**config.mk**
```make
export PLATFORM = sky130hd
export DESIGN_NAME = pfsa_ctrl
export DESIGN_NICKNAME = d
export VERILOG_FILES = /design/src/rtl/page_frame_stack_allocator_macros.svh /design/src/rtl/pfsa_pkg.sv /design/src/rtl/pfsa_ctrl.sv
export SDC_FILE = /design/constraint.sdc
export NUM_CORES = 1
export LEC_CHECK = 0
export BUFFER_PORTS_ARGS = -buffer_cell sky130_fd_sc_hd__buf_2
export CORE_AREA = 5 5 42 44
export DETAILED_ROUTE_END_ITERATION = 8
export DIE_AREA = 0 0 47 49
export GPL_ROUTABILITY_DRIVEN = 0
export MAX_ROUTING_LAYER = met4
export PLACE_DENSITY = 0.38
export SYNTH_ARGS = -nofsm -noshare
export SYNTH_HDL_FRONTEND = slang
export SYNTH_SLANG_ARGS = --single-unit
```
**constraint.sdc**
```tcl
create_clock -name clk -period 2.7 [get_ports clk]
set_input_delay 0.27 -clock clk [delete_from_list [all_inputs] [get_ports clk]]
set_output_delay 0.27 -clock clk [all_outputs]
set_load 0.05 [all_outputs]
```
**src/rtl/page_frame_stack_allocator_macros.svh**
```systemverilog
// ----------------------------------------------------------------------------
// page_frame_stack_allocator_macros
// Assertion macros used by the page frame stack allocator top level.
// ----------------------------------------------------------------------------
`ifndef PAGE_FRAME_STACK_ALLOCATOR_MACROS_SVH
`define PAGE_FRAME_STACK_ALLOCATOR_MACROS_SVH

// Same-cycle implication, sampled on clk, off while rst_n is low
`define PFSA_ASSERT_NOW(lbl, ante, cons, msg) \
    lbl: assert property (@(posedge clk) disable iff (!rst_n) (ante) |-> (cons)) \
        else $error(msg);

// Next-cycle implication, sampled on clk, off while rst_n is low
`define PFSA_ASSERT_NEXT(lbl, ante, cons, msg) \
    lbl: assert property (@(posedge clk) disable iff (!rst_n) (ante) |=> (cons)) \
        else $error(msg);

`endif

```
**src/rtl/pfsa_pkg.sv**
```systemverilog
`timescale 1ns / 1ps
// ----------------------------------------------------------------------------
// pfsa_pkg
// Types, operation and status codes, and constants of the page frame allocator.
// ----------------------------------------------------------------------------
package pfsa_pkg;

    // Operation codes
    localparam logic [1:0] OP_INIT  = 2'd0;
    localparam logic [1:0] OP_ALLOC = 2'd1;
    localparam logic [1:0] OP_FREE  = 2'd2;
    localparam logic [1:0] OP_NOP   = 2'd3;

    // Result status codes
    localparam logic [1:0] STAT_OK       = 2'd0;
    localparam logic [1:0] STAT_NO_FREE  = 2'd1;
    localparam logic [1:0] STAT_MISALIGN = 2'd2;
    localparam logic [1:0] STAT_FULL     = 2'd3;

    // Configuration register indexes
    localparam logic [1:0] CFG_FIRST_FREE = 2'd0;
    localparam logic [1:0] CFG_REGION_LEN = 2'd1;
    localparam logic [1:0] CFG_MAX_RAM    = 2'd2;

    // Configuration reset values
    localparam logic [31:0] FIRST_FREE_RST = 32'h0010_0000;
    localparam logic [31:0] REGION_LEN_RST = 32'h0000_0000;
    localparam logic [31:0] MAX_RAM_RST    = 32'h0800_0000;

    // Address constants
    localparam logic [31:0] REGION_BASE = 32'h0010_0000;
    localparam logic [31:0] PAGE_MASK   = 32'hffff_f000;
    localparam logic [31:0] OFFSET_MASK = 32'h0000_0fff;
    localparam logic [31:0] PAGE_BYTES  = 32'h0000_1000;

    // Field widths
    localparam int unsigned PAGE_NUM_W = 20;

    typedef enum logic [1:0] {
        ST_IDLE,
        ST_WALK,
        ST_FINISH
    } pfsa_state_t;

    // Controller to datapath commands
    typedef struct packed {
        logic op_accept;
        logic walk_push;
        logic walk_done;
        logic load_out;
    } pfsa_cmd_t;

    // Datapath to controller status
    typedef struct packed {
        logic walk_more;
    } pfsa_stat_t;

endpackage

```
**src/rtl/pfsa_ctrl.sv**
```systemverilog
`timescale 1ns / 1ps
// ----------------------------------------------------------------------------
// pfsa_ctrl
// Sequencer: takes one transaction, runs the init walk for init, hands off the result.
// ----------------------------------------------------------------------------
module pfsa_ctrl (
    input  logic                 clk,
    input  logic                 rst_n,
    input  logic                 in_valid,
    input  logic [1:0]           opcode,
    output logic                 in_ready,
    output logic                 out_valid,
    input  logic                 out_ready,
    output pfsa_pkg::pfsa_cmd_t  cmd,
    input  pfsa_pkg::pfsa_stat_t stat
);
    import pfsa_pkg::*;

    pfsa_state_t state_reg;
    pfsa_state_t state_next;
    logic        out_valid_reg;
    logic        out_valid_next;

    // State and result-valid registers
    always_ff @(posedge clk or negedge rst_n)
    begin
        if (!rst_n)
        begin
            state_reg     <= ST_IDLE;
            out_valid_reg <= 1'b0;
        end
        else
        begin
            state_reg     <= state_next;
            out_valid_reg <= out_valid_next;
        end
    end

    // Next state and commands
    always_comb
    begin
        state_next = state_reg;
        cmd        = '0;
        in_ready   = 1'b0;
        unique case (state_reg)
            ST_IDLE:
            begin
                in_ready = 1'b1;
                if (in_valid)
                begin
                    cmd.op_accept = 1'b1;
                    state_next    = (opcode == OP_INIT) ? ST_WALK : ST_FINISH;
                end
            end
            ST_WALK:
            begin
                if (stat.walk_more)
                begin
                    cmd.walk_push = 1'b1;
                end
                else
                begin
                    cmd.walk_done = 1'b1;
                    state_next    = ST_FINISH;
                end
            end
            ST_FINISH:
            begin
                // Wait for the output slot to drain
                if (!out_valid_reg || out_ready)
                begin
                    cmd.load_out = 1'b1;
                    state_next   = ST_IDLE;
                end
            end
            default:
            begin
                state_next = ST_IDLE;
            end
        endcase
    end

    // Hold the result until the receiver takes it
    always_comb
    begin
        out_valid_next = out_valid_reg;
        if (cmd.load_out)
        begin
            out_valid_next = 1'b1;
        end
        else if (out_ready)
        begin
            out_valid_next = 1'b0;
        end
    end

    assign out_valid = out_valid_reg;

endmodule

```
==> results of run 1 <==
==> per-stage QoR <==
stage	power, W	util (%)	hold WS (ps)	worst slack [ps]
4_1_cts	0.0002749	20.54	322.5	1196
6_report	0.0002693	20.54	326.1	1203
3_5_place_dp	0.0001923	17.95	74.06	1449
5_1_grt	0.0002848	20.54	327.9	1140
3_3_place_gp	0.0001895	17.95	71.62	1466
2_1_floorplan	0.0001661	-	-25.59	1272
==> routing by layer <==
layer	global-route usage, %	part of all wire [%]	vias up	routed length [um]
li1	-	-	91	-
met1	5.960	47	86	249
met2	6.787	38	12	203
met3	6.273	15	0	77
met4	1.382	0	0	0
met5	-	0	-	0
==> what timing repair did <==
action | CTS | global route
endpoints found under the hold margin | 3 | 0
hold buffers | 1 | 0
buffers inserted | 0 | 0
==> final timing paths <==
path / from / endpoint / slack, ps / depth (start not counted)
min in group asynchronous: rst_n / out_valid / 370 / 2
max in group asynchronous: rst_n / state_reg[1] / 2220 / 2
worst max-delay path: state_reg[1] / cmd[3] / 1200 / 2
worst min-delay path: out_ready / out_valid / 330 / 3
worst max register to register: state_reg[1] / state_reg[1] / 1700 / 2
worst min register to register: out_valid / out_valid / 530 / 2
==> kinds of logic after synthesis <==
| family | synth area share (%) |
|---|---|
| AOI/OAI and AO/OA | 9.093 |
| buffers and inverters | 4.197 |
| DFF | 41.96 |
| and+or+nand+nor | 44.76 |
==> Yosys cell counts <==
library cell,count
sky130_fd_sc_hd__nor2_1,2
sky130_fd_sc_hd__nor3b_2,2
sky130_fd_sc_hd__buf_4,1
sky130_fd_sc_hd__nor4bb_1,1
sky130_fd_sc_hd__or2_1,1
sky130_fd_sc_hd__nor2b_1,1
sky130_fd_sc_hd__a21o_1,1
sky130_fd_sc_hd__nand2b_1,2
sky130_fd_sc_hd__nand2_1,1
sky130_fd_sc_hd__and3b_1,1
sky130_fd_sc_hd__dfrtp_1,3
sky130_fd_sc_hd__a211o_1,1
==> power by group <==
group | leakage, nW | total (W) | switching, W | internal [W]
sequential | 0.0382 | 0.0000706 | 0.0000145 | 0.0000561
combinational | 0.108 | 0.000121 | 0.0000875 | 0.0000336
clock | 0.0150 | 0.0000775 | 0.0000222 | 0.0000553
==> worst min-delay path, cell delays in order <==
cell and delay (ps):
sky130_fd_sc_hd__buf_2 90, sky130_fd_sc_hd__nand2b_1 100, sky130_fd_sc_hd__nand2_1 50
==> area by class of cell <==
type	count	area [sq um]	share of cell area, %
clock buffers	4	26.28	9.130
multi-input cells	13	96.34	33.48
flip-flops and latches	3	75.07	26.09
well taps	16	20.02	6.957
repair buffers	13	70.07	24.35
==> impl.org, run 1 <==
** Routing
- For this run, design rule violations remaining after detail routing come to 0.
- Post-DR vias/cell :: around 3.9
- The first TritonRoute pass finished after 2 iterations.
- Dividing the detail-routed wire length by the instance count gives roughly 11 um.
- The routed design has ~530 um of wire.
- The routed layout has around 190 vias.
- Initial DRC count :: 3
- Once detail routing completed, the nets flagged for antenna violations numbered 0.

** Timing
- Final Critical Period :: between 1000 and 1500 ps
- Total setup violations reported at the end of the flow :: 0
- The max-slew violation total from the final report came to 0.
- Timing would allow up to roughly 670 MHz.
- Between clock sinks in the finished design, the worst skew comes to 0.1701 ps.
- Unrepaired setup endpoints after global routing :: false
- Summed over all failing endpoints, the final setup total negative slack is 0 ps.
- The number of failing hold endpoints at the final stage was 0.
- For the pin with the worst max-slew slack, the measured transition is 255.9 ps.
- Crit share post-route :: between 50% and 60%
- Worst rel slew slack :: between 80% and 90%

** GRT
- The initial antenna violation count is 0.
- Global routing used under 10% of the available tracks across all layers.
- The first global-routing pass estimated between 800 and 900 um of wire.
- Remaining Overflow, GRT :: 0
- Vias in the first global route :: 197
- Entering global routing, the biggest net connects 7 pins.

** Cells and area
- Most common library cell in the layout ignoring fill and taps :: sky130_fd_sc_hd__buf_2
- Leaving out filler cells and counting taps, the final layout contains 49.
- Compared with the post-synthesis result, the final layout area differs by 60.84%.
- Max FFs per register :: 2
- Of the cells placed in the final design, the portion with a size suffix greater than 1 is slightly above 50%.
- Layout filler cell count :: about 170
- Finished Cell Area :: between 200 and 300 sq um
- In the layout the commonest cells are sky130_fd_sc_hd__buf_2, sky130_fd_sc_hd__clkbuf_4, sky130_fd_sc_hd__dfrtp_1.
- Number of nets in the finished design :: just over 40
- Count of antenna diodes in the layout :: 0

** Worst setup path
- STA puts the critical path data arrival time at around 1200 ps.
- Endpoint type of the worst setup path :: output port
- Together, buffers and inverters on the worst path number 1.
- Maximum cell stage delay along the critical path :: roughly 440 ps
- Sort of element at the start of the critical path :: register
- Critical path start-end classification :: reg2out
- Top Family by Delay on Critical Path :: flip-flops
- Crit path cell chain :: nor3b_2 > buf_2
- Along the worst path, the maximum fanout reaches 6.
- Worst Path Required :: around 2400 ps
- Slowest stage cell on the critical path :: sky130_fd_sc_hd__dfrtp_1

** Power and ir drop
- Total leakage power :: around 0.16 nW
- Total power per unit cell area :: just over 900 nW/um^2
- Across the VDD grid, the largest voltage drop is between 0.0002 and 0.00025 V.

** Die
- After floorplanning, the core was sized to cover roughly 1400 sq um.
- 13 I/O pins were placed.
- Die Height :: between 40 and 50 um
- Measured along the x axis, the die boundary spans ~47 um.
- Row cnt :: 14
- DIE AREA :: 2303 sq um
- Once the floorplan was initialized, standard cells occupied about 13% of the core.

** Place
- During placement, the flow inserted port buffers numbering 12.
- The placed instances occupy a cell area of between 200 and 300 sq um.
- Instance count after placement with tap cells included :: between 40 and 50

** Logic synthesis
- The synthesized design spends more area on one cell type than any other, namely sky130_fd_sc_hd__dfrtp_1.
- Cells taking the most area after synthesis :: sky130_fd_sc_hd__dfrtp_1, sky130_fd_sc_hd__nor3b_2, sky130_fd_sc_hd__nand2b_1
- After technology mapping, the gate count stands at 17.
- Nets in the synthesized netlist :: 24
- Library cells used by synthesis :: 12
- Number of register bits inferred by synthesis :: 3
- A synthesized cell averages approximately 11 sq um.
- Area of the mapped netlist :: 178.9 sq um
- Share of Yosys cell area claimed by the top area cell type :: 41.96%
- For this run, the register share of the synthesized area comes to a little over two fifths.
- Number of warnings printed during yosys synthesis :: 0

** CTS
- The clock drives 3 sinks.
- Clock Root Buffer :: sky130_fd_sc_hd__clkbuf_4
- For the worst-skew pair, the clock arrives at the later sink with an insertion delay of between 200 and 250 ps.
- Maximum number of buffers from clock root to sink :: 2
- Clock transition at the registers of the reported paths :: 40 ps
- Post-CTS sizing :: 0
- H-tree levels :: 1
- TritonCTS built the clock tree.
- TritonCTS created 3 clock buffers.

** Job
- The tool flagged a number of max-cap violations equal to 0.

** Worst hold path
- The tightest min-delay check is of the in2reg type.

** Status
- Run status :: finished clean
No activity file was read; power rests on OpenSTA's default activity.
==> run 2: changes to the inputs <==
Settings changed: PLACE_DENSITY 0.38 to 0.39.
Clock period 2.7 ns to 1.25 ns, I/O delays scaled along.
==> run 2 against run 1 <==
  * The run now ends with negative setup slack left
  * Sequential power rose by 130%
  * First-iteration DRC count fell by 67%
  * Non-clock buffer count did not move
  * Clock power rose by 120%
  * Via count rose by 1.6%
  * Critical path type unchanged
==> impl.org, run 2 (synthesized netlist as in run 1, its figures left out) <==
** GRT
- The number of global-route vias before repair was about 240.
- Entering global routing, the biggest net connects 7 pins.
- The initial antenna violation count was 0.
- Summed over all layers, the global routing overflow is 0.
- Global routing consumed, over all layers together, between 6 and 7% of the routing resources.
- The first global-routing pass estimated between 900 and 1000 um of wire.

** Die
- The die is between 40 and 50 um tall.
- Top-level port count :: 13
- The floorplan step defined a core boundary enclosing ~1400 sq um.
- Row cnt :: 14
- DIE AREA :: 2303 sq um
- Die X-Extent :: between 40 and 50 um
- For this configuration, the core starts out at a cell density of between 10% and 20%.

** Worst hold path
- Startpoint of the tightest hold check path :: out_ready
- In this run the worst hold path is classified as in2reg.
- Endpoint, Worst Hold :: out_valid
- The worst hold path passes through 3 cells.

** Cells and area
- Max FFs per register :: 2
- The post-route netlist has 63.64% of its cells at a drive strength greater than 1.
- The library cells used most frequently in the layout, excluding fill and tap cells, are sky130_fd_sc_hd__buf_2, sky130_fd_sc_hd__clkbuf_4, sky130_fd_sc_hd__buf_6.
- Count of antenna diodes in the layout :: 0
- In the final design database the tool counted just over 40 nets.
- Relative to the synthesized area, the layout overhead comes to 93.01%.
- Counting the fill cells in the layout gives ~160.
- Most common library cell in the layout ignoring fill and taps :: sky130_fd_sc_hd__buf_2

** Timing
- The number of failing hold endpoints at the final stage was 0.
- After layout, the worst path uses 102.7% of the clock period.
- At the pin with the least slew margin, the transition time is about 300 ps.
- Setup violations remaining at the end of the flow were counted as 2.
- Post-layout worst setup margin :: -33.85 ps
- Hold WS :: just under 200 ps
- Worst rel slew slack :: 79.69%
- Between clock sinks in the finished design, the worst skew comes to between 4 and 5 ps.
- Unrepaired setup endpoints after global routing :: true
- The smallest clock period supported by the final layout is computed as 1284 ps.
- Final setup TNS :: -57.47 ps
- Max Clock Freq :: between 700 and 800 MHz
- The max-slew violation total from the final report was 0.

** Worst setup path
- The startpoint identified for the worst register-to-register timing path is state_reg[1].
- Worst Path Required :: ~1100 ps
- The endpoint identified for the worst register-to-register timing path is state_reg[1].
- Number of cell instances on the worst register-to-register path :: 2
- Endpoint type of the worst setup path :: output port
- The worst setup path is launched from a register.
- Setup slack of the most critical reg-to-reg path :: 230 ps
- The critical path is of the reg2out type.
- STA puts the critical path data arrival time at between 1000 and 1500 ps.
- Maximum fanout along the worst path :: 6

** CTS
- Clock latency on the worst-skew pair, taken at its later pin, is about 230 ps.
- CTS built an H-tree with a depth of 1.
- Maximum number of buffers from clock root to sink :: 2
- The cell sitting at the root of the clock tree is a sky130_fd_sc_hd__clkbuf_4.
- Clock tree synthesis found a total of 3 sinks.
- Cts bufs inserted :: 3
- TritonCTS built the clock tree.
- After clock tree synthesis, the clock-pin slew on the worst setup and hold paths is ~40 ps.

** Power and ir drop
- Peak supply drop :: just over 0.0007 V
- The analysis attributes to cell leakage a power of 0.1767 nW.
- For this design the ratio of total power to cell area is 1903 nW/um^2.

** Routing
- Drt drc :: 0
- Total number of vias :: ~190
- Number of optimization iterations in the first detailed-route pass :: 2
- Using the TritonRoute via totals, the vias-per-cell ratio works out to approximately 3.9.
- Once detail routing completed, the nets flagged for antenna violations numbered 0.
- Initial DRC count :: 1
- The final layout contains routed wiring with a total length of between 500 and 600 um.
- In the final routed layout, each cell accounts on average for roughly 11 um.

** Status
- Run status :: finished with violations
- The final reports fail on negative setup slack.

** Place
- Buffers placed on the I/O ports in this run total 12.
- Pre-CTS setup slack :: between 100 and 150 ps

** Job
- Number of maximum-capacitance constraint violations :: 0
-- run 2: changes by cell type in the layout (fill, tap and decap cells not counted), sizes merged --
cell,before,now
buf,12,11
clkbuf,4,5
-- run 2: what timing repair did --
action	4_1_cts	5_1_grt
endpoints found under the setup margin	4	5
hold buffers	1	0
buffers inserted	0	0
hold endpoints to repair	3	0
gates resized for setup	12	2
pin swaps	1	0
-- run 2: power breakdown --
part           switching [W]  total, W  internal, W
registers          0.0000419  0.000165     0.000124
clock network      0.0000511  0.000171     0.000120
logic               0.000199  0.000321     0.000121
-- run 2: per-stage QoR --
step | std cells | area [sq um] | power (W) | utilization, %
after floorplan | 17 | 191.4 | 0.0003728 | -
after global placement | 44 | 264.0 | 0.0004202 | 18.84
final | 49 | 345.3 | 0.0006571 | 24.64
after detailed placement | 44 | 264.0 | 0.0004250 | 18.84
after CTS | 49 | 337.8 | 0.0006509 | 24.11
after global routing | 49 | 345.3 | 0.0006971 | 24.64
-- run 2: area by class of cell --
| type | instances | area [sq um] | area share [%] |
|---|---|---|---|
| multi-input combinational | 13 | 123.9 | 35.87 |
| clock buffer | 4 | 26.28 | 7.609 |
| sequential | 3 | 77.57 | 22.46 |
| timing repair buffer | 13 | 97.59 | 28.26 |
| tap | 16 | 20.02 | 5.797 |
-- run 2: critical path, cell delays in order, from the launching register on --
cell	delay (ps)
sky130_fd_sc_hd__dfrtp_2	470
sky130_fd_sc_hd__and3b_1	280
sky130_fd_sc_hd__buf_6	170
-- run 2: layer usage --
metal  track usage (%)  up-vias  routed length, um
li1                  -       92                  -
met1             7.301       85                246
met2             7.919       15                203
met3             6.642        0                 81
met4                 0        0                  0
met5                 -        -                  0
-- run 2: worst max path at each step --
stage	start	to	slack (ps)	depth (start not counted)
2_1_floorplan	state_reg[1]	state_reg[1]	-3	2
3_3_place_gp	state_reg[0]	cmd[0]	150	3
3_5_place_dp	state_reg[0]	cmd[0]	110	3
4_1_cts	state_reg[1]	cmd[2]	-40	2
5_1_grt	state_reg[1]	cmd[3]	-90	2
6_report	state_reg[1]	cmd[2]	-30	2
==> run 3: changes to the inputs <==
Settings changed: PLACE_DENSITY 0.39 to 0.38.
Clock period 1.25 ns to 1.19 ns, I/O delays scaled along.
==> run 3 against run 2 <==
  * First-iteration DRC count down 100%
  * Flip-flop and latch count stayed put
  * Worst hold slack got worse by 3.1 ps
  * Largest power group unchanged
  * The flow still finishes with violations (negative setup slack)
  * Critical path type unchanged
==> impl.org, run 3 (synthesized netlist as in run 1, its figures left out) <==
** Routing
- Drt drc :: 0
- Number of optimization iterations in the first detailed-route pass :: 1
- Initial DRC count :: 0
- Post-DR vias/cell :: 3.820
- In this run the remaining antenna-violating nets after routing total 0.
- After detailed routing, the total wire length is between 500 and 600 um.
- Across all layers, the routed design uses approximately 190 vias.
- After detailed routing, the average wire length per cell comes to 10.82 um.

** Power and ir drop
- Peak supply drop :: roughly 0.00074 V
- Total power per unit cell area :: a little under 2000 nW/um^2
- The analysis attributes to cell leakage a power of about 0.18 nW.

** Timing
- Final setup TNS :: -191.7 ps
- Final slew viol count :: 0
- The number of failing hold endpoints at the final stage is 0.
- Across all setup checks in the final design, the least slack found is -63.21 ps.
- Post-Route Skew :: 2.895 ps
- Max Clock Freq :: between 700 and 800 MHz
- For the finished layout, the period the worst path requires is 1253 ps.
- Setup repair after global routing could not meet its margin everywhere.
- The final critical path takes up 105.3% of the cycle.
- Setup violations remaining at the end of the flow were counted as 4.
- For the pin with the worst max-slew slack, the measured transition is 262.6 ps.
- Worst rel slew slack :: between 80% and 90%

** CTS
- Worst-Skew Late Latency :: between 200 and 250 ps
- Clock Sink Count :: 3
- In this run the number of H-tree levels came out at 1.
- Buffers inserted during clock tree synthesis total 3.
- TritonCTS clock tree :: done
- Clock transition at the registers of the reported paths :: around 30 ps
- Clock tree synthesis selected as its root buffer the cell sky130_fd_sc_hd__clkbuf_4.
- In this run the deepest clock path goes through 2 buffers.

** Worst setup path
- Grouping stages by cell kind, the critical path spends the most delay in flip-flops.
- For this run, the slowest stage of the critical path takes 470 ps.
- Setup slack on the worst reg-to-reg path comes out at about 150 ps.
- Data arrives at the worst endpoint at around 1100 ps.
- Number of buffer and inverter instances along the worst setup path :: 1
- Sort of element at the start of the critical path :: register
- Crit path cell chain :: and3b_2 > buf_8
- Of all nets on the critical path, the largest fanout is 6.
- By startpoint and endpoint, the worst setup path is classified as reg2out.
- The largest individual stage delay along the critical path comes from the cell sky130_fd_sc_hd__dfrtp_2.
- STA classifies the critical path endpoint as an output port.
- Worst Path Required :: around 1100 ps

** Cells and area
- Most common library cell in the layout ignoring fill and taps :: sky130_fd_sc_hd__buf_2
- Count of antenna diodes in the layout :: 0
- For this run, the post-layout net count is between 40 and 50.
- Top library cells by usage in the layout, fill and taps aside :: sky130_fd_sc_hd__buf_2, sky130_fd_sc_hd__buf_6, sky130_fd_sc_hd__clkbuf_4
- The register with the most flip-flops in the layout has 2 of them.
- Proportion of layout cells with a drive suffix above 1 :: about two thirds
- Signed area change from the synthesized netlist to the final layout :: 102.1%

** Die
- The initial utilization of the core area, before any placement, comes to about 13%.
- Die X-Extent :: about 47 um
- The total area inside the core boundary comes to about 1400 sq um.
- Row generation in the floorplan step produced 14 rows.
- Top-level port count :: 13
- DIE AREA :: 2303 sq um
- Die Height :: 49 um

** Status
- Run status :: finished with violations
- The checks that failed: negative setup slack.

** GRT
- Global routing consumed, over all layers together, 6.440% of the routing resources.
- Global-route wire length before repair :: 931 um
- Number of antenna violations at the first check in global routing :: 0
- The number of global-route vias before repair came to 222.
- Largest net degree at the start of global routing :: 7
- For this run the aggregate overflow at the end of global routing stands at 0.

** Job
- The tool flagged a number of max-cap violations equal to 0.

** Place
- Pre-CTS setup slack :: 60.03 ps
- The count of buffers added on input and output ports is 12.
- Once detailed placement completed, the half-perimeter wirelength came to slightly below 400 um.

** Worst hold path
- Class of the tightest hold or removal check :: in2reg
[run 3: changes by cell type in the layout (fill, tap and decap cells not counted), sizes merged]
cell / before / now
buf: 11 / 13
clkbuf: 5 / 4
[run 3: repair_timing]
item                       CTS  global route
setup endpoints to repair    5             5
hold buffers                 1             0
hold endpoints to repair     3             0
gates resized for setup     12             4
setup buffers                1             0
pin swaps                    2             2
[run 3: tightest hold or removal path, cell delays in order]
cell and delay (ps):
sky130_fd_sc_hd__buf_2 80, sky130_fd_sc_hd__nor2_1 30, sky130_fd_sc_hd__a21o_1 140
[run 3: layer usage]
metal / track usage, % / vias to the layer above / part of all wire, %
met2: 6.335 / 13 / 41
met4: 5.530 / 0 / 0
met3: 4.428 / 0 / 14
met5: - / - / 0
li1: - / 93 / -
met1: 8.186 / 85 / 45
[run 3: final cells by class]
cell class              count  area, sq um
multi-input cells          13        125.1
flip-flops and latches      3        77.57
repair buffers             14        112.6
well taps                  16        20.02
clock buffers               4        26.28
fillers                   164         1040
[run 3: path summary, 6_finish.rpt]
check                        startpoint           end  depth (start not counted)
min in group asynchronous         rst_n     out_valid                          2
setup / recovery           state_reg[1]        cmd[2]                          2
setup reg to reg           state_reg[1]  state_reg[1]                          3
hold / removal                opcode[0]  state_reg[0]                          3
max in group asynchronous         rst_n  state_reg[1]                          2
hold reg to reg               out_valid     out_valid                          2
[run 3: power by group]
| group | switching [W] | total, W | internal, W | leakage, nW |
|---|---|---|---|---|
| Clock | 0.0000506 | 0.000176 | 0.000125 | 0.0150 |
| Sequential | 0.0000429 | 0.000173 | 0.000130 | 0.0354 |
| Combinational | 0.000216 | 0.000361 | 0.000145 | 0.133 |
| Total | 0.000310 | 0.000710 | 0.000400 | 0.184 |
[run 3: through the flow]
stage,hold slack (ps),cell area (sq um),total power (W),std cells,utilization (%)
after CTS,170.2,347.8,0.0006991,50,24.82
final,194.9,361.6,0.0007098,50,25.80
after global routing,207.3,361.6,0.0007533,50,25.80
after detailed placement,-82.82,265.3,0.0004502,44,18.93
after floorplan,-176.6,192.7,0.0003936,17,-
after global placement,-85.02,265.3,0.0004456,44,18.93
